`src/rtl/wbps_pkg.sv`:
```
// ----------------------------------------------------------------------------
// wbps_pkg
// Shared types and constants of the wildcard byte pattern scanner: field
// widths, configuration register indexes and the result record.
// ----------------------------------------------------------------------------
package wbps_pkg;

    localparam int PATTERN_MAX_DEF = 16;
    localparam int DATA_W          = 8;
    localparam int OFFSET_W        = 32;
    localparam int CFG_DATA_W      = 64;
    localparam int CFG_IDX_W       = 2;
    localparam int MASK_W          = 16;
    localparam int LENGTH_W        = 5;
    localparam int PATTERN_W       = 128;
    localparam int QUEUE_DEPTH     = 2;

    localparam logic [OFFSET_W-1:0] POSITION_LIMIT = '1;

    typedef enum logic [CFG_IDX_W-1:0] {
        CFG_PATTERN_LOW  = 2'd0,
        CFG_PATTERN_HIGH = 2'd1,
        CFG_WILDCARD     = 2'd2,
        CFG_LENGTH       = 2'd3
    } cfg_idx_t;

    typedef struct packed {
        logic                found;
        logic [OFFSET_W-1:0] offset;
    } scan_result_t;

endpackage

```
`src/rtl/wildcard_byte_pattern_scanner.sv`:
```
// A result passes through the result queue and then the output register to out_valid.
// One byte per cycle while the queue has room; the window compare is in the accept cycle.
// A 2-entry result queue and the output register let input continue while out stalls.
// Reset (rst_n low, asynchronous) clears configuration to defaults, position, match flag
// and queue; no clearing pass is needed.
// ----------------------------------------------------------------------------
// wildcard_byte_pattern_scanner
// Scans an image byte stream for the first match of a wildcard byte pattern
// and reports its start offset, or not found at the end of the image.
// ----------------------------------------------------------------------------
module wildcard_byte_pattern_scanner
    import wbps_pkg::*;
#(
    parameter int PATTERN_MAX = PATTERN_MAX_DEF
)
(
    input  logic                  clk,
    input  logic                  rst_n,
    input  logic                  cfg_valid,
    output logic                  cfg_ready,
    input  logic [CFG_IDX_W-1:0]  cfg_index,
    input  logic [CFG_DATA_W-1:0] cfg_data,
    input  logic                  in_valid,
    output logic                  in_ready,
    input  logic [DATA_W-1:0]     data_byte,
    input  logic                  last_byte,
    output logic                  out_valid,
    input  logic                  out_ready,
    output logic                  found,
    output logic [OFFSET_W-1:0]   match_offset
);

    logic         in_fire;
    logic         push;
    scan_result_t push_res;
    logic         q_full;
    logic         q_nonempty;
    logic         q_pop;
    scan_result_t q_head;

    // Take configuration at any time; accept bytes while the queue has room
    assign cfg_ready = 1'b1;
    assign in_ready  = !q_full;
    assign in_fire   = in_valid && in_ready;

    wbps_front #(
        .PATTERN_MAX (PATTERN_MAX)
    ) u_front (
        .clk       (clk),
        .rst_n     (rst_n),
        .cfg_write (cfg_valid),
        .cfg_index (cfg_index),
        .cfg_data  (cfg_data),
        .in_fire   (in_fire),
        .data_byte (data_byte),
        .last_byte (last_byte),
        .push      (push),
        .push_res  (push_res)
    );

    wbps_queue #(
        .DEPTH (QUEUE_DEPTH)
    ) u_queue (
        .clk      (clk),
        .rst_n    (rst_n),
        .push     (push),
        .push_res (push_res),
        .pop      (q_pop),
        .full     (q_full),
        .nonempty (q_nonempty),
        .head     (q_head)
    );

    wbps_back u_back (
        .clk          (clk),
        .rst_n        (rst_n),
        .q_nonempty   (q_nonempty),
        .q_head       (q_head),
        .q_pop        (q_pop),
        .out_valid    (out_valid),
        .out_ready    (out_ready),
        .found        (found),
        .match_offset (match_offset)
    );

endmodule

```
`src/rtl/wbps_front.sv`:
```
// ----------------------------------------------------------------------------
// wbps_front
// Front part: holds the configuration, shifts accepted bytes into the window,
// compares the window against the pattern and emits one result record per
// found match or per image that ends without one.
// ----------------------------------------------------------------------------
module wbps_front
    import wbps_pkg::*;
#(
    parameter int PATTERN_MAX = PATTERN_MAX_DEF
)
(
    input  logic                  clk,
    input  logic                  rst_n,
    input  logic                  cfg_write,
    input  logic [CFG_IDX_W-1:0]  cfg_index,
    input  logic [CFG_DATA_W-1:0] cfg_data,
    input  logic                  in_fire,
    input  logic [DATA_W-1:0]     data_byte,
    input  logic                  last_byte,
    output logic                  push,
    output scan_result_t          push_res
);

    localparam int LEN_W = $clog2(PATTERN_MAX + 1);
    localparam int IDX_W = (PATTERN_MAX > 1) ? $clog2(PATTERN_MAX) : 1;

    logic [CFG_DATA_W-1:0] pattern_low_reg;
    logic [CFG_DATA_W-1:0] pattern_high_reg;
    logic [MASK_W-1:0]     wildcard_reg;
    logic [LENGTH_W-1:0]   length_reg;

    logic [DATA_W-1:0]     window_reg  [PATTERN_MAX];
    logic [DATA_W-1:0]     window_next [PATTERN_MAX];
    logic [OFFSET_W-1:0]   pos_reg;
    logic [OFFSET_W-1:0]   pos_next;
    logic                  reported_reg;
    logic                  reported_next;

    logic [PATTERN_W-1:0]  pattern_all;
    logic [LEN_W-1:0]      used_len;
    logic [OFFSET_W-1:0]   pos_inc;
    logic                  active;
    logic                  window_hit;
    logic                  hit;

    // Write configuration registers
    always_ff @(posedge clk or negedge rst_n)
    begin
        if (!rst_n)
        begin
            pattern_low_reg  <= '0;
            pattern_high_reg <= '0;
            wildcard_reg     <= '0;
            length_reg       <= LENGTH_W'(1);
        end
        else if (cfg_write)
        begin
            case (cfg_idx_t'(cfg_index))
                CFG_PATTERN_LOW:  pattern_low_reg  <= cfg_data;
                CFG_PATTERN_HIGH: pattern_high_reg <= cfg_data;
                CFG_WILDCARD:     wildcard_reg     <= cfg_data[MASK_W-1:0];
                CFG_LENGTH:       length_reg       <= cfg_data[LENGTH_W-1:0];
                default:          ;
            endcase
        end
    end

    // Clamp the programmed length into 1 .. PATTERN_MAX
    always_comb
    begin
        if (length_reg == '0)
            used_len = LEN_W'(1);
        else if (length_reg > LENGTH_W'(PATTERN_MAX))
            used_len = LEN_W'(PATTERN_MAX);
        else
            used_len = length_reg[LEN_W-1:0];
    end

    // Shift the new byte in at entry 0
    always_comb
    begin
        window_next[0] = data_byte;
        for (int i = 1; i < PATTERN_MAX; i++)
            window_next[i] = window_reg[i-1];
    end

    // Compare every used non-wildcard pattern byte against its window entry
    assign pattern_all = {pattern_high_reg, pattern_low_reg};

    always_comb
    begin
        logic [LEN_W-1:0] slot;
        window_hit = 1'b1;
        for (int k = 0; k < PATTERN_MAX; k++)
        begin
            slot = used_len - LEN_W'(1) - LEN_W'(k);
            if ((LEN_W'(k) < used_len) && !wildcard_reg[k] &&
                (window_next[slot[IDX_W-1:0]] != pattern_all[k*DATA_W +: DATA_W]))
                window_hit = 1'b0;
        end
    end

    assign pos_inc = pos_reg + OFFSET_W'(1);
    assign active  = !reported_reg && (pos_reg != POSITION_LIMIT);
    assign hit     = active && (pos_inc >= OFFSET_W'(used_len)) && window_hit;

    // Emit a result on a match or on an image end without one
    always_comb
    begin
        push            = in_fire && (hit || (last_byte && !reported_reg));
        push_res.found  = hit;
        push_res.offset = hit ? (pos_inc - OFFSET_W'(used_len)) : '0;
    end

    // Advance position and match flag; restart after the final byte
    always_comb
    begin
        pos_next      = pos_reg;
        reported_next = reported_reg;
        if (in_fire)
        begin
            if (last_byte)
            begin
                pos_next      = '0;
                reported_next = 1'b0;
            end
            else if (active)
            begin
                pos_next      = pos_inc;
                reported_next = hit;
            end
        end
    end

    always_ff @(posedge clk or negedge rst_n)
    begin
        if (!rst_n)
        begin
            pos_reg      <= '0;
            reported_reg <= 1'b0;
        end
        else
        begin
            pos_reg      <= pos_next;
            reported_reg <= reported_next;
        end
    end

    // Hold the window; stale entries are never compared since a match
    // needs at least the pattern length of fresh bytes
    always_ff @(posedge clk)
    begin
        if (in_fire && active)
            window_reg <= window_next;
    end

endmodule

```
`src/rtl/wbps_queue.sv`:
```
// ----------------------------------------------------------------------------
// wbps_queue
// Short result queue between the front and back parts, so that either side
// can stall on its own.
// ----------------------------------------------------------------------------
module wbps_queue
    import wbps_pkg::*;
#(
    parameter int DEPTH = QUEUE_DEPTH
)
(
    input  logic         clk,
    input  logic         rst_n,
    input  logic         push,
    input  scan_result_t push_res,
    input  logic         pop,
    output logic         full,
    output logic         nonempty,
    output scan_result_t head
);

    localparam int PTR_W = (DEPTH > 1) ? $clog2(DEPTH) : 1;
    localparam int CNT_W = $clog2(DEPTH + 1);

    scan_result_t     entry_reg [DEPTH];
    logic [PTR_W-1:0] wr_ptr_reg;
    logic [PTR_W-1:0] wr_ptr_next;
    logic [PTR_W-1:0] rd_ptr_reg;
    logic [PTR_W-1:0] rd_ptr_next;
    logic [CNT_W-1:0] count_reg;
    logic [CNT_W-1:0] count_next;

    assign full     = (count_reg == CNT_W'(DEPTH));
    assign nonempty = (count_reg != '0);
    assign head     = entry_reg[rd_ptr_reg];

    // Advance pointers with wrap and track the fill count
    always_comb
    begin
        wr_ptr_next = wr_ptr_reg;
        rd_ptr_next = rd_ptr_reg;
        count_next  = count_reg;
        if (push)
            wr_ptr_next = (wr_ptr_reg == PTR_W'(DEPTH - 1)) ? '0 : wr_ptr_reg + PTR_W'(1);
        if (pop)
            rd_ptr_next = (rd_ptr_reg == PTR_W'(DEPTH - 1)) ? '0 : rd_ptr_reg + PTR_W'(1);
        if (push && !pop)
            count_next = count_reg + CNT_W'(1);
        else if (pop && !push)
            count_next = count_reg - CNT_W'(1);
    end

    always_ff @(posedge clk or negedge rst_n)
    begin
        if (!rst_n)
        begin
            wr_ptr_reg <= '0;
            rd_ptr_reg <= '0;
            count_reg  <= '0;
        end
        else
        begin
            wr_ptr_reg <= wr_ptr_next;
            rd_ptr_reg <= rd_ptr_next;
            count_reg  <= count_next;
        end
    end

    // Store the pushed record
    always_ff @(posedge clk)
    begin
        if (push)
            entry_reg[wr_ptr_reg] <= push_res;
    end

endmodule

```
`src/rtl/wbps_back.sv`:
```
// ----------------------------------------------------------------------------
// wbps_back
// Back part: moves result records from the queue into the output register
// and presents them on the output channel until each transfer completes.
// ----------------------------------------------------------------------------
module wbps_back
    import wbps_pkg::*;
(
    input  logic                clk,
    input  logic                rst_n,
    input  logic                q_nonempty,
    input  scan_result_t        q_head,
    output logic                q_pop,
    output logic                out_valid,
    input  logic                out_ready,
    output logic                found,
    output logic [OFFSET_W-1:0] match_offset
);

    logic         valid_reg;
    logic         valid_next;
    scan_result_t res_reg;

    // Load when the output register is empty or its transfer completes
    assign q_pop = q_nonempty && (!valid_reg || out_ready);

    always_comb
    begin
        valid_next = valid_reg;
        if (q_pop)
            valid_next = 1'b1;
        else if (out_ready)
            valid_next = 1'b0;
    end

    always_ff @(posedge clk or negedge rst_n)
    begin
        if (!rst_n)
            valid_reg <= 1'b0;
        else
            valid_reg <= valid_next;
    end

    always_ff @(posedge clk)
    begin
        if (q_pop)
            res_reg <= q_head;
    end

    assign out_valid    = valid_reg;
    assign found        = res_reg.found;
    assign match_offset = res_reg.offset;

endmodule

```
`config.mk`:
```
export PLATFORM = sky130hd
export DESIGN_NAME = wildcard_byte_pattern_scanner
export DESIGN_NICKNAME = d
export VERILOG_FILES = /design/src/rtl/wbps_pkg.sv /design/src/rtl/wildcard_byte_pattern_scanner.sv /design/src/rtl/wbps_front.sv /design/src/rtl/wbps_queue.sv /design/src/rtl/wbps_back.sv
export SDC_FILE = /design/constraint.sdc
export NUM_CORES = 1
export LEC_CHECK = 0
export ABC_AREA = 0
export ABC_CLOCK_PERIOD_IN_PS = 20100
export CAP_MARGIN = 10
export CORE_MARGIN = 2
export CORE_UTILIZATION = 30
export CTS_BUF_LIST = sky130_fd_sc_hd__clkbuf_8
export DETAILED_ROUTE_END_ITERATION = 10
export DONT_BUFFER_PORTS = 1
export GPL_TIMING_DRIVEN = 0
export HOLD_SLACK_MARGIN = 0.15
export PLACE_DENSITY = 0.55
export SYNTH_ARGS = -nofsm -noshare
export SYNTH_HDL_FRONTEND = slang
export SYNTH_SLANG_ARGS = --single-unit
```
`constraint.sdc`:
```
create_clock -name clk -period 20.1 [get_ports clk]
set_input_delay 4.02 -clock clk [delete_from_list [all_inputs] [get_ports clk]]
set_output_delay 4.02 -clock clk [all_outputs]
set_load 0.005 [all_outputs]
```
Word level (Yosys, flattened, before mapping)
Memories as Yosys holds them, arrays and structs flattened. A register that Yosys moved wholly into a read port is not among the register bits.
Index checks and enable logic that the tools add are counted.
Widths: inputs -> output; s select.
{"block": "word_totals", "mem_count": 1, "ramBits": 66, "output_inout_bits": 36, "regBits": 307, "in_bits": 80}
{"memory": "u_queue.entry_reg", "words": 2, "width": 33, "read_ports": 1, "rd_ports_with_merged_regs": 1, "write_ports": 1, "line_no": "wbps_queue.sv:25", "text": "scan_result_t entry_reg [DEPTH];"}
{"block": "op_classes", "n_reduce_logical": 76, "add_sub_neg": 22, "n_lt_le_gt_ge": 34, "n_eq_ne": 21, "bitwise": 16, "mux": 79}
{"operator": "$bmux 8 s4", "n": 16}
{"operator": "$mux 8", "n": 32}
{"operator": "$ne 8x8->1", "n": 16}
{"operator": "$mux 32", "n": 3}
{"operator": "$ge 5x5->1 const B", "n": 16}
{"operator": "$not 4->5", "n": 16}
{"operator": "$logic_and 1x1->1", "n": 42}
{"operator": "$lt 4x5->1 const A", "n": 8}
{"operator": "$add 32x1->32 const B", "n": 1}
{"operator": "$ge 32x5->1", "n": 1}
{"operator": "$ne 32x32->1 const B", "n": 1}
{"operator": "$sub 32x5->32", "n": 1}
{"operator": "$sub 4x4->4 const B", "n": 8}
{"operator": "$mux 1", "n": 24}
{"operator": "$logic_not 1->1", "n": 21}
{"operator": "$lt 3x5->1 const A", "n": 4}
{"operator": "$sub 4x3->4 const B", "n": 4}
{"operator": "$lt 1x5->1 const A", "n": 2}
{"operator": "$lt 2x5->1 const A", "n": 2}
{"operator": "$mux 5", "n": 2}
{"operator": "$reduce_and 2->1", "n": 5}
{"operator": "$reduce_bool 2->1", "n": 4}
{"operator": "$sub 4x1->4 const B", "n": 2}
{"operator": "$sub 4x2->4 const B", "n": 2}
{"operator": "10 further kinds", "n": 15}

Depth between registers and ports, before layout
Gate-level depths: netlist of run 1.
{"block": "logic_depth", "ltp_word": 33, "ltp_mapped": 30, "mapped_depth_nobuf": 23}

Modules after synthesis
A second synthesis of run 1 with hierarchy kept.
{"block": "hier_totals", "cells_unflattened": 1872, "hier_area_um2": 24353.4}
{"mod": "wbps_front", "cells_each": 1712, "area_per_inst_um2": 20574.7, "instances": 1}
{"mod": "wbps_queue", "cells_each": 119, "area_per_inst_um2": 2722.6, "instances": 1}
{"mod": "wbps_back", "cells_each": 37, "area_per_inst_um2": 1034.7, "instances": 1}
{"mod": "wildcard_byte_pattern_scanner", "cells_each": 4, "area_per_inst_um2": 21.3, "instances": 1}

Worst setup path before layout of run 1
Ideal clock, no wire load.
{"block": "synth_path", "path_type": "input -> register", "from": "input data_byte[7]", "to": "memory u_queue.entry_reg[0][0] (netlist name), enable pin", "stages": 10, "t_arrival_ns": 8.791, "setup_time_ns": 0.473, "setup_slack_ns": 10.836, "path_cell_list": "mux4_2 -> mux4_2 -> xor2_1 -> nor4_1 -> a211oi_1 -> nor4_1 -> nand4_1 -> or3_1 -> buf_2 -> a211oi_1"}
{"block": "synth_between", "elab_chain_len": 26}
{"element": "from (decl)", "line_no": "wildcard_byte_pattern_scanner.sv:25", "text": "input logic [DATA_W-1:0] data_byte,"}
{"element": "$bmux 8 s4", "line_no": "wbps_front.sv:99", "text": "(window_next[slot[IDX_W-1:0]] != pattern_all[k*DATA_W +: DATA_W]))"}
{"element": "$mux 8 (implied by the code) (2 in a row)", "line_no": "wbps_front.sv:99"}
{"element": "$ne 8x8->1", "line_no": "wbps_front.sv:99"}
{"element": "$logic_and 1x1->1", "line_no": "wbps_front.sv:98", "text": "if ((LEN_W'(k) < used_len) && !wildcard_reg[k] &&"}
{"element": "$mux 1 (15 in a row)", "line_no": "wbps_front.sv:98"}
{"element": "$mux 1 *", "line_no": "wbps_front.sv:98"}
{"element": "$logic_and 1x1->1 *", "line_no": "wbps_front.sv:106", "text": "assign hit = active && (pos_inc >= OFFSET_W'(used_len)) && window_hit;"}
{"element": "$logic_or 1x1->1 *", "line_no": "wbps_front.sv:111", "text": "push = in_fire && (hit || (last_byte && !reported_reg));"}
{"element": "$logic_and 1x1->1 *", "line_no": "wbps_front.sv:111"}
{"element": "$mux 1 *", "line_no": "wbps_queue.sv:72", "text": "if (push)"}
{"element": "$mux 1 (implied by the code) *", "line_no": "wbps_queue.sv:73", "text": "entry_reg[wr_ptr_reg] <= push_res;"}
{"element": "to (decl)", "line_no": "wbps_queue.sv:25"}
Mark *: on every way between the ends. The rest lies on a longest branch, timed or not. The select of a mux whose other input is x is not followed.

Final worst setup path of run 1
{"block": "layout_path", "from": "register u_front.length_reg[3]", "to": "memory u_queue.entry_reg[0][24] (netlist name), enable pin"}
{"block": "layout_between", "elab_chain_len": 31}
{"element": "from (decl)", "line_no": "wbps_front.sv:31", "text": "logic [LENGTH_W-1:0] length_reg;"}
{"element": "from (signal assigned)", "line_no": "wbps_front.sv:63", "text": "CFG_LENGTH: length_reg <= cfg_data[LENGTH_W-1:0];"}
{"element": "$gt 5x5->1", "line_no": "wbps_front.sv:74", "text": "else if (length_reg > LENGTH_W'(PATTERN_MAX))"}
{"element": "$mux 5", "line_no": "wbps_front.sv:74"}
{"element": "$mux 5 *", "line_no": "wbps_front.sv:72", "text": "if (length_reg == '0)"}
{"element": "$sub 4x1->4", "line_no": "wbps_front.sv:97", "text": "slot = used_len - LEN_W'(1) - LEN_W'(k);"}
{"element": "$sub 4x1->4 or $not 4->5 (tied branches)", "line_no": "wbps_front.sv:97, wbps_front.sv:99"}
{"element": "$not 4->5 (implied by the code) or $bmux 8 s4 (tied branches)", "line_no": "wbps_front.sv:99"}
{"element": "$bmux 8 s4 or $mux 8 (tied branches)", "line_no": "wbps_front.sv:99"}
{"element": "$mux 8 (implied by the code)", "line_no": "wbps_front.sv:99"}
{"element": "$mux 8 (implied by the code) or $ne 8x8->1 (tied branches)", "line_no": "wbps_front.sv:99"}
{"element": "$ne 8x8->1 or $logic_and 1x1->1 (tied branches)", "line_no": "wbps_front.sv:99, wbps_front.sv:98"}
{"element": "$logic_and 1x1->1 or $mux 1 (tied branches)", "line_no": "wbps_front.sv:98"}
{"element": "$mux 1 (15 in a row)", "line_no": "wbps_front.sv:98"}
{"element": "$logic_and 1x1->1 *", "line_no": "wbps_front.sv:106"}
{"element": "$logic_or 1x1->1 *", "line_no": "wbps_front.sv:111"}
{"element": "$logic_and 1x1->1 *", "line_no": "wbps_front.sv:111"}
{"element": "$mux 1 *", "line_no": "wbps_queue.sv:72"}
{"element": "$mux 1 (implied by the code) *", "line_no": "wbps_queue.sv:73"}
Marks and branches as above.

==> results.txt, run 1 <==
----------------------------------------------------
[CTS]
  Clock transition time at the flip-flop clock pins of the worst setup and hold paths ... 60 ps
  CTS Sinks ... 406
  H-Tree Depth ... 3
  Clock insertion delay at the later pin of the skew report ... 730 ps
  CTS tree ... built
  Post_cts resized ... 0
  Max Root-Sink Buffers ... 3
  # hold bufs at CTS ... 0
  Number of clock buffers inserted by TritonCTS ... 77
  Cell at the root of the clock tree ... sky130_fd_sc_hd__clkbuf_8
  Post-CTS Repair Setup Buffers ... 0

[Global route]
  Global routing usage on met2 ... 33.59%
  First-pass GRT wire length ... 129400 um
  Busiest grt layer ... met2
  Met1 Usage GRT ... 25.50%
  Via count of the first global-routing pass ... 18690
  Pin count of the biggest net entering global routing ... 188
  Antenna violations before repair ... 3
  GRT Residual Overflow ... 0
  Global-route usage over all layers ... 20.59%
  Grt met3 use ... 5.229%

[Final layout]
  Share of cells above drive strength 1 ... 23.64%
  Number of nets in the layout ... 2199
  Flip-flop count of the largest register after layout ... 120
  Area grow syn2layout ... 12.01%
  Number of filler cells placed in the layout ... 8191

[Timing]
  Setup-violating endpoint count in the final report ... 0
  Worst Tran Pin Value ... 1296 ps
  Setup repair after global routing missed its margin ... no
  Slew Limit Fails ... 0
  Worst Slack Setup Final ... 10260 ps
  Final number of hold-violating endpoints ... 0
  Ratio of final minimum period to clock period ... 48.95%
  Setup_tns ... 0 ps
  Maximum operating frequency ... 0.1016 GHz
  Clk_skew ... 52.47 ps
  Clock period minus worst slack ... 9839 ps
  Headroom to the max-slew limit ... 13.28%

[Synth]
  Net count of the mapped netlist ... 2115
  Mean area per synthesized cell ... 12.30 um2
  Count of flip-flops with a built-in enable after synthesis ... 219
  Cell count after synthesis ... 2016
  Cell variety after synth ... 81
  Number of warnings printed during yosys synthesis ... 0
  Primary flip-flop cell chosen by synthesis mapping ... sky130_fd_sc_hd__edfxtp_1
  Portion of the post-synthesis area used by sequential elements ... 45.38%
  Proportion of register bits with asynchronous set or reset after synthesis ... 46.06%
  Post-synthesis sequential element count ... 406
  Post-synthesis cell area ... 24810 um2

[Run]
  Number of max-cap violations ... 0

[Placed design]
  Worst slack at placement ... 10390 ps
  Gpl congestion ... 0.9429
  Buffers added on ports ... 0
  Final HPWL from detailed placement ... 66610 um

[Power]
  Sequential fraction of design power ... 30.6%
  Switching fraction of total power ... 42.02%
  Clock power frac ... 19.7%
  Max IR drop VDD ... 0.06665 mV
  Cell area power density ... 149.0 nW/um2
  Power dissipated by switching net loads ... 0.001740 W
  Total leakage power ... 9.992 nW
  Int Pwr ... 0.002400 W
  Share of total power in combinational logic ... 49.7%

[Route]
  Post-route ant nets ... 0
  Routed len/inst ... 27.34 um
  Number of violations reported at the end of detailed-routing iteration 0 ... 1935
  Final WL ... 88430 um
  Vias per std cell ... 5.751
  Remaining routing DRC violations ... 0
  Drt first pass iters ... 5
  Vias ... 18600

[Critical path]
  Maximum fanout along the worst path ... 18
  WS Path Type ... reg2reg
  Critical Path AT ... 10220 ps
  Data required, critical path ... 20480 ps
  Startpoint of the worst setup timing path ... u_front.length_reg[3]$_DFFE_PN0P_
  Critical path endpoint category ... register
  RR Startpoint ... u_front.length_reg[3]$_DFFE_PN0P_
  Type of origin of the critical path ... register

[Floorplan]
  DIE HEIGHT ... 291.5 um
  Number of top-level design ports ... 116
  Die width ... 291.5 um
  Starting utilization of the core area ... 30.26%
  Total core area ... 81980 um2
  Area enclosed by the die boundary ... 85000 um2
  Row count ... 105

[Run status]
  Run status ... finished, final reports clean

[Min path]
  Startpoint of the lowest-slack hold path ... u_front.window_next[36]$_DFFE_PP_
  Tightest Hold Check Type ... reg2reg

----------------------------------------------------
==> critical path: stages, from the launching register on <==
cell	delay, ps
sky130_fd_sc_hd__dfrtp_1	350
sky130_fd_sc_hd__buf_4	190
sky130_fd_sc_hd__or3_4	410
sky130_fd_sc_hd__a21oi_4	230
sky130_fd_sc_hd__inv_2	170
sky130_fd_sc_hd__buf_1	370
sky130_fd_sc_hd__clkbuf_1	430
sky130_fd_sc_hd__ha_1	480
sky130_fd_sc_hd__clkbuf_1	350
sky130_fd_sc_hd__clkinv_1	290
sky130_fd_sc_hd__clkbuf_1	470
sky130_fd_sc_hd__ha_1	490
sky130_fd_sc_hd__xnor2_4	570
sky130_fd_sc_hd__buf_4	320
sky130_fd_sc_hd__mux4_2	550
sky130_fd_sc_hd__xor2_1	160
sky130_fd_sc_hd__nor4_1	570
sky130_fd_sc_hd__a211oi_1	160
sky130_fd_sc_hd__nor4_1	870
sky130_fd_sc_hd__nand4_1	300
sky130_fd_sc_hd__or3_1	370
sky130_fd_sc_hd__buf_2	250
sky130_fd_sc_hd__a211oi_4	840
sky130_fd_sc_hd__buf_8	270
==> power groups by stage <==
stage | registers [W] | clock network [W] | logic [W]
finish | 0.00127 | 0.000814 | 0.00206
global route | 0.00128 | 0.000874 | 0.00219
detailed placement | 0.00128 | 0 | 0.00202
floorplan | 0.00121 | 0 | 0.00146
global placement | 0.00128 | 0 | 0.00199
CTS | 0.00126 | 0.000833 | 0.00203
==> routing by layer <==
layer	part of all wire (%)	wire (um)	vias up
met5	0.033	29	-
li1	-	-	8091
met1	40	35070	9490
met4	5.1	4496	4
met3	7.8	6936	190
met2	47	41900	824
==> cell usage in the layout (no fill, tap or decap), types with 31 or more instances in the layout <==
cell                       synthesis  routed
sky130_fd_sc_hd__mux2_2          224     224
sky130_fd_sc_hd__edfxtp_1        219     219
sky130_fd_sc_hd__dfrtp_1         186     186
sky130_fd_sc_hd__mux4_2          115     115
sky130_fd_sc_hd__clkbuf_1        108     108
sky130_fd_sc_hd__nand2_1         107     107
sky130_fd_sc_hd__xnor2_1          94      94
sky130_fd_sc_hd__a211oi_1         95      94
sky130_fd_sc_hd__nor2_1           88      88
sky130_fd_sc_hd__clkbuf_8          0      84
sky130_fd_sc_hd__xor2_1           80      80
sky130_fd_sc_hd__mux2i_1          75      75
sky130_fd_sc_hd__a21oi_1          61      60
sky130_fd_sc_hd__o21ai_0          59      59
sky130_fd_sc_hd__nor4_1           50      50
sky130_fd_sc_hd__inv_1            17      48
sky130_fd_sc_hd__nand3_1          35      35
sky130_fd_sc_hd__a22o_1           35      35
sky130_fd_sc_hd__a22oi_1          33      33
sky130_fd_sc_hd__a32o_1           31      31
==> logic make-up (layout without fill, tap and decap cells) <==
group / count (synthesis) / after routing / share of synthesized area [%]
fa+ha+maj: 19 / 19 / 0.9887
buf+inv: 174 / 320 / 2.921
flops: 406 / 406 / 45.38
xor+xnor: 179 / 179 / 6.517
other cells: 1 / 3 / 0.01512
simple gates: 406 / 406 / 8.232
compound gates: 417 / 417 / 12.31
mux: 414 / 414 / 23.64
==> cell type report <==
class	instances	area [um2]	area share [%]
antenna	2	5.005	0.01801
buffer	151	638.1	2.297
clock buffer	84	1156	4.161
clock inverter	57	356.6	1.283
inverter	23	86.33	0.3107
multi-input combinational	1436	12850	46.25
sequential	406	11260	40.52
tap	1070	1339	4.819
timing repair buffer	5	95.09	0.3423
==> through the flow <==
| stage | instance area, um2 | total power, W | utilization (%) | instances | hold WS (ps) |
|---|---|---|---|---|---|
| after global routing | 27780 | 0.004344 | 33.88 | 3232 | 519.4 |
| after CTS | 27750 | 0.004126 | 33.84 | 3230 | 486.9 |
| after detailed placement | 26230 | 0.003300 | 32.00 | 3089 | 503.6 |
| after floorplan | 24810 | 0.002665 | - | 2016 | 467.2 |
| final | 27780 | 0.004140 | 33.89 | 3234 | 484.5 |
| after global placement | 26140 | 0.003273 | 31.89 | 3086 | 489.6 |
==> Yosys cell counts, drive strengths merged, types with 31 or more instances <==
cell type  count  area, um2
a22o          35      306.5
xnor2         99      915.9
xor2          80      700.7
o21ai         59      295.3
dfrtp        186       4654
nand3         35      175.2
nor2          89      350.3
mux2i         75      750.7
clkbuf       108      405.4
nor4          51      325.3
a32o          31      310.3
a21oi         62      321.6
nand2        107      401.6
edfxtp       219       6576
a22oi         33      247.7
mux4         115       2590
a211oi        97      745.7
buf           43      232.7
mux2         224       2522
==> final timing paths <==
kind / cells after the start / end / slack, ps
min in group asynchronous: 0 / u_front.pattern_low_reg[32]$_DFFE_PN0P_ / 3040
max in group asynchronous: 0 / u_front.pattern_low_reg[23]$_DFFE_PN0P_ / 16480
min: 0 / u_front.window_next[28]$_DFFE_PP_ / 480
max: 23 / u_queue.entry_reg[0][24]$_DFFE_PP_ / 10260
max reg2reg: 23 / u_queue.entry_reg[0][24]$_DFFE_PP_ / 10260
min reg2reg: 0 / u_front.window_next[28]$_DFFE_PP_ / 480
Note: power is estimated with default switching activity, not from simulation.
==> run 2: changes to the inputs <==
--- a/config.mk
+++ b/config.mk
@@ -5,8 +5,8 @@
 export SDC_FILE = /design/constraint.sdc
 export NUM_CORES = 1
 export LEC_CHECK = 0
-export ABC_AREA = 0
-export ABC_CLOCK_PERIOD_IN_PS = 20100
+export ABC_AREA = 1
+export ABC_CLOCK_PERIOD_IN_PS = 8100
 export CAP_MARGIN = 10
 export CORE_MARGIN = 2
 export CORE_UTILIZATION = 30
@@ -15,7 +15,7 @@
 export DONT_BUFFER_PORTS = 1
 export GPL_TIMING_DRIVEN = 0
 export HOLD_SLACK_MARGIN = 0.15
-export PLACE_DENSITY = 0.55
+export PLACE_DENSITY = 0.56
 export SYNTH_ARGS = -nofsm -noshare
 export SYNTH_HDL_FRONTEND = slang
 export SYNTH_SLANG_ARGS = --single-unit
==> constraint.sdc (replaced) <==
create_clock -name clk -period 8.1 [get_ports clk]
set_input_delay 1.62 -clock clk [delete_from_list [all_inputs] [get_ports clk]]
set_output_delay 1.62 -clock clk [all_outputs]
set_load 0.005 [all_outputs]
==> results.txt, run 2 <==
----------------------------------------------------
[Run status]
  Run status ... finished, final reports clean

[Power]
  Switching fraction of total power ... 51.48%
  Power dissipated by switching net loads ... 0.005606 W
  Share of total power in combinational logic ... 53.2%
  Clock power frac ... 17.8%
  Tot Pwr ... 0.01089 W
  Cell area power density ... 376.7 nW/um2
  Sequential fraction of design power ... 29.0%
  Int Pwr ... 0.005285 W
  Max IR drop VDD ... 0.1788 mV
  Total leakage power ... 14.12 nW

[Floorplan]
  DIE HEIGHT ... 297.7 um
  Row count ... 107
  Number of top-level design ports ... 116
  Die width ... 297.7 um
  Total core area ... 85280 um2
  Area enclosed by the die boundary ... 88610 um2
  Starting utilization of the core area ... 30.34%

[Synth]
  Net count of the mapped netlist ... 3797
  Area contributors post-synth ... sky130_fd_sc_hd__edfxtp_1 (25%), sky130_fd_sc_hd__nand2_1 (21%), sky130_fd_sc_hd__dfrtp_1 (18%)
  Portion of the post-synthesis area used by sequential elements ... 43.51%
  Count of flip-flops with a built-in enable after synthesis ... 219
  Proportion of register bits with asynchronous set or reset after synthesis ... 46.06%
  Number of warnings printed during yosys synthesis ... 0
  Post-synthesis cell area ... 25870 um2
  Cell variety after synth ... 40
  Post-synthesis sequential element count ... 406
  Cell count after synthesis ... 3698
  Primary flip-flop cell chosen by synthesis mapping ... sky130_fd_sc_hd__edfxtp_1
  Mean area per synthesized cell ... 6.997 um2
  Most frequent cells after synthesis ... sky130_fd_sc_hd__nand2_1 (1455), sky130_fd_sc_hd__nand3_1 (784), sky130_fd_sc_hd__inv_1 (331), sky130_fd_sc_hd__edfxtp_1 (219), sky130_fd_sc_hd__dfrtp_1 (186)
  Yosys top cell area share ... 25.42%
  Area leader, netlist ... sky130_fd_sc_hd__edfxtp_1
  Most repeated cell in the gate-level netlist after synthesis ... sky130_fd_sc_hd__nand2_1

[Global route]
  Global-route usage over all layers ... 26.73%
  First-pass GRT wire length ... 171100 um
  Via count of the first global-routing pass ... 24350
  Antenna violations before repair ... 8
  GRT Residual Overflow ... 0
  Pin count of the biggest net entering global routing ... 188

[Critical path]
  Data required, critical path ... 8540 ps
  Maximum fanout along the worst path ... 21
  Critical Path AT ... 7920 ps
  Critical-path top delay cell ... sky130_fd_sc_hd__xnor2_2
  Largest stage delay on the critical path ... 390 ps
  Critical path endpoint category ... register
  Most repeated library cell on the critical path ... sky130_fd_sc_hd__nand2_1
  Type of origin of the critical path ... register
  WS Path Type ... reg2reg

[Final layout]
  Share of cells above drive strength 1 ... 4.506%
  Flip-flop count of the largest register after layout ... 120
  Post-layout utilization of the core ... 33.90%
  Number of nets in the layout ... 3881
  Commonest cells after routing, fill and taps aside ... sky130_fd_sc_hd__nand2_1 (1455), sky130_fd_sc_hd__nand3_1 (784), sky130_fd_sc_hd__inv_1 (356), sky130_fd_sc_hd__edfxtp_1 (219), sky130_fd_sc_hd__dfrtp_1 (186)
  Area grow syn2layout ... 11.75%
  Most frequent standard cell in the layout excluding fill and tap cells ... sky130_fd_sc_hd__nand2_1

[CTS]
  Cell at the root of the clock tree ... sky130_fd_sc_hd__clkbuf_8
  Clock transition time at the flip-flop clock pins of the worst setup and hold paths ... 60 ps
  H-Tree Depth ... 3
  Post-CTS Repair Setup Buffers ... 0
  Number of clock buffers inserted by TritonCTS ... 76
  # hold bufs at CTS ... 0
  Post_cts resized ... 0
  Max Root-Sink Buffers ... 3
  CTS Sinks ... 406
  CTS tree ... built
  Clock insertion delay at the later pin of the skew report ... 760 ps

[Route]
  Vias per std cell ... 5.219
  Vias ... 26030
  Remaining routing DRC violations ... 0
  Post-route ant nets ... 0
  Number of violations reported at the end of detailed-routing iteration 0 ... 3129
  Routed len/inst ... 24.14 um
  Final WL ... 120400 um
  Drt first pass iters ... 6

[Timing]
  Setup repair after global routing missed its margin ... no
  Clk_skew ... 51.53 ps
  Headroom to the max-slew limit ... 26.04%
  Maximum operating frequency ... 0.1337 GHz
  Slew Limit Fails ... 0
  Worst Slack Setup Final ... 622.9 ps
  Setup-violating endpoint count in the final report ... 0
  Ratio of final minimum period to clock period ... 92.31%
  Final number of hold-violating endpoints ... 0
  Hold WS ... 446.6 ps
  Clock period minus worst slack ... 7477 ps
  Worst Tran Pin Value ... 1109 ps

[Placed design]
  Worst slack at placement ... 69.74 ps
  Buffers added on ports ... 0
  Final HPWL from detailed placement ... 96390 um
  Gpl congestion ... 1.072

[Min path]
  Tightest Hold Check Type ... reg2reg

[Run]
  Number of max-cap violations ... 0

----------------------------------------------------
run 2: path summary, 6_finish.rpt:
path | to | slack (ps) | startpoint | depth (start not counted)
min in group asynchronous | u_front.pos_reg[17]$_DFFE_PN0P_ | 590 | rst_n | 0
setup reg to reg | u_queue.entry_reg[0][28]$_DFFE_PP_ | 620 | u_front.length_reg[3]$_DFFE_PN0P_ | 32
setup / recovery | u_queue.entry_reg[0][28]$_DFFE_PP_ | 620 | u_front.length_reg[3]$_DFFE_PN0P_ | 32
hold / removal | u_front.window_next[46]$_DFFE_PP_ | 450 | u_front.window_next[54]$_DFFE_PP_ | 0
hold reg to reg | u_front.window_next[46]$_DFFE_PP_ | 450 | u_front.window_next[54]$_DFFE_PP_ | 0
max in group asynchronous | u_front.pattern_low_reg[53]$_DFFE_PN0P_ | 7010 | rst_n | 0
run 2: layer usage:
metal | global-route usage [%] | share of wire (%) | routed length (um) | up-vias
li1 | - | - | - | 12290
met1 | 35.49 | 42 | 50640 | 12250
met2 | 41.03 | 43 | 51970 | 1229
met3 | 4.113 | 8.1 | 9709 | 257
met4 | 16.15 | 6.7 | 8026 | 6
met5 | 0 | 0.029 | 35 | -
run 2: layout make-up:
type,count,area [um2]
Inverter,338,1272
Fill cell,9351,56370
Clock buffer,78,1074
Multi-Input combinational cell,2781,12650
Sequential cell,406,11260
Buffer,172,725.7
Tap cell,1144,1431
Timing Repair Buffer,7,147.6
Antenna cell,4,10.01
Clock inverter,57,342.8
run 2: power by group through the flow:
stage                     registers, W  logic (W)  clock network (W)
after floorplan                0.00300    0.00370                  0
after global placement         0.00323    0.00556                  0
after detailed placement       0.00318    0.00564                  0
after CTS                      0.00315    0.00566            0.00198
after global routing           0.00319    0.00634            0.00206
final                          0.00316    0.00579            0.00194
run 2: logic make-up (layout without fill, tap and decap cells):
| family | Yosys count | count (layout) | synth area share (%) |
|---|---|---|---|
| fa+ha+maj | 19 | 19 | 0.9478 |
| buf+inv | 511 | 652 | 7.723 |
| simple gates | 2470 | 2470 | 40.97 |
| compound gates | 228 | 228 | 4.705 |
| xor+xnor | 63 | 63 | 2.133 |
| other cells | 1 | 5 | 0.01449 |
| flops | 406 | 406 | 43.51 |
run 2: metrics by stage:
stage	cell area [um2]	TNS (ps)	instances
after floorplan	25870	0	3698
after global placement	27300	-368790	4842
after detailed placement	27480	0	4849
after CTS	28900	0	4984
after global routing	28910	0	4984
final	28910	0	4987
run 2: critical path: cells and delay by family (launching register included):
| kind | cells | cell delay [ps] |
|---|---|---|
| flip-flops | 1 | 350 |
| AO/OA/AOI/OAI | 1 | 190 |
| XOR/XNOR | 1 | 390 |
| adder cells (fa/ha/maj) | 2 | 670 |
| AND/OR/NAND/NOR | 17 | 2470 |
| buffers and inverters | 11 | 3050 |
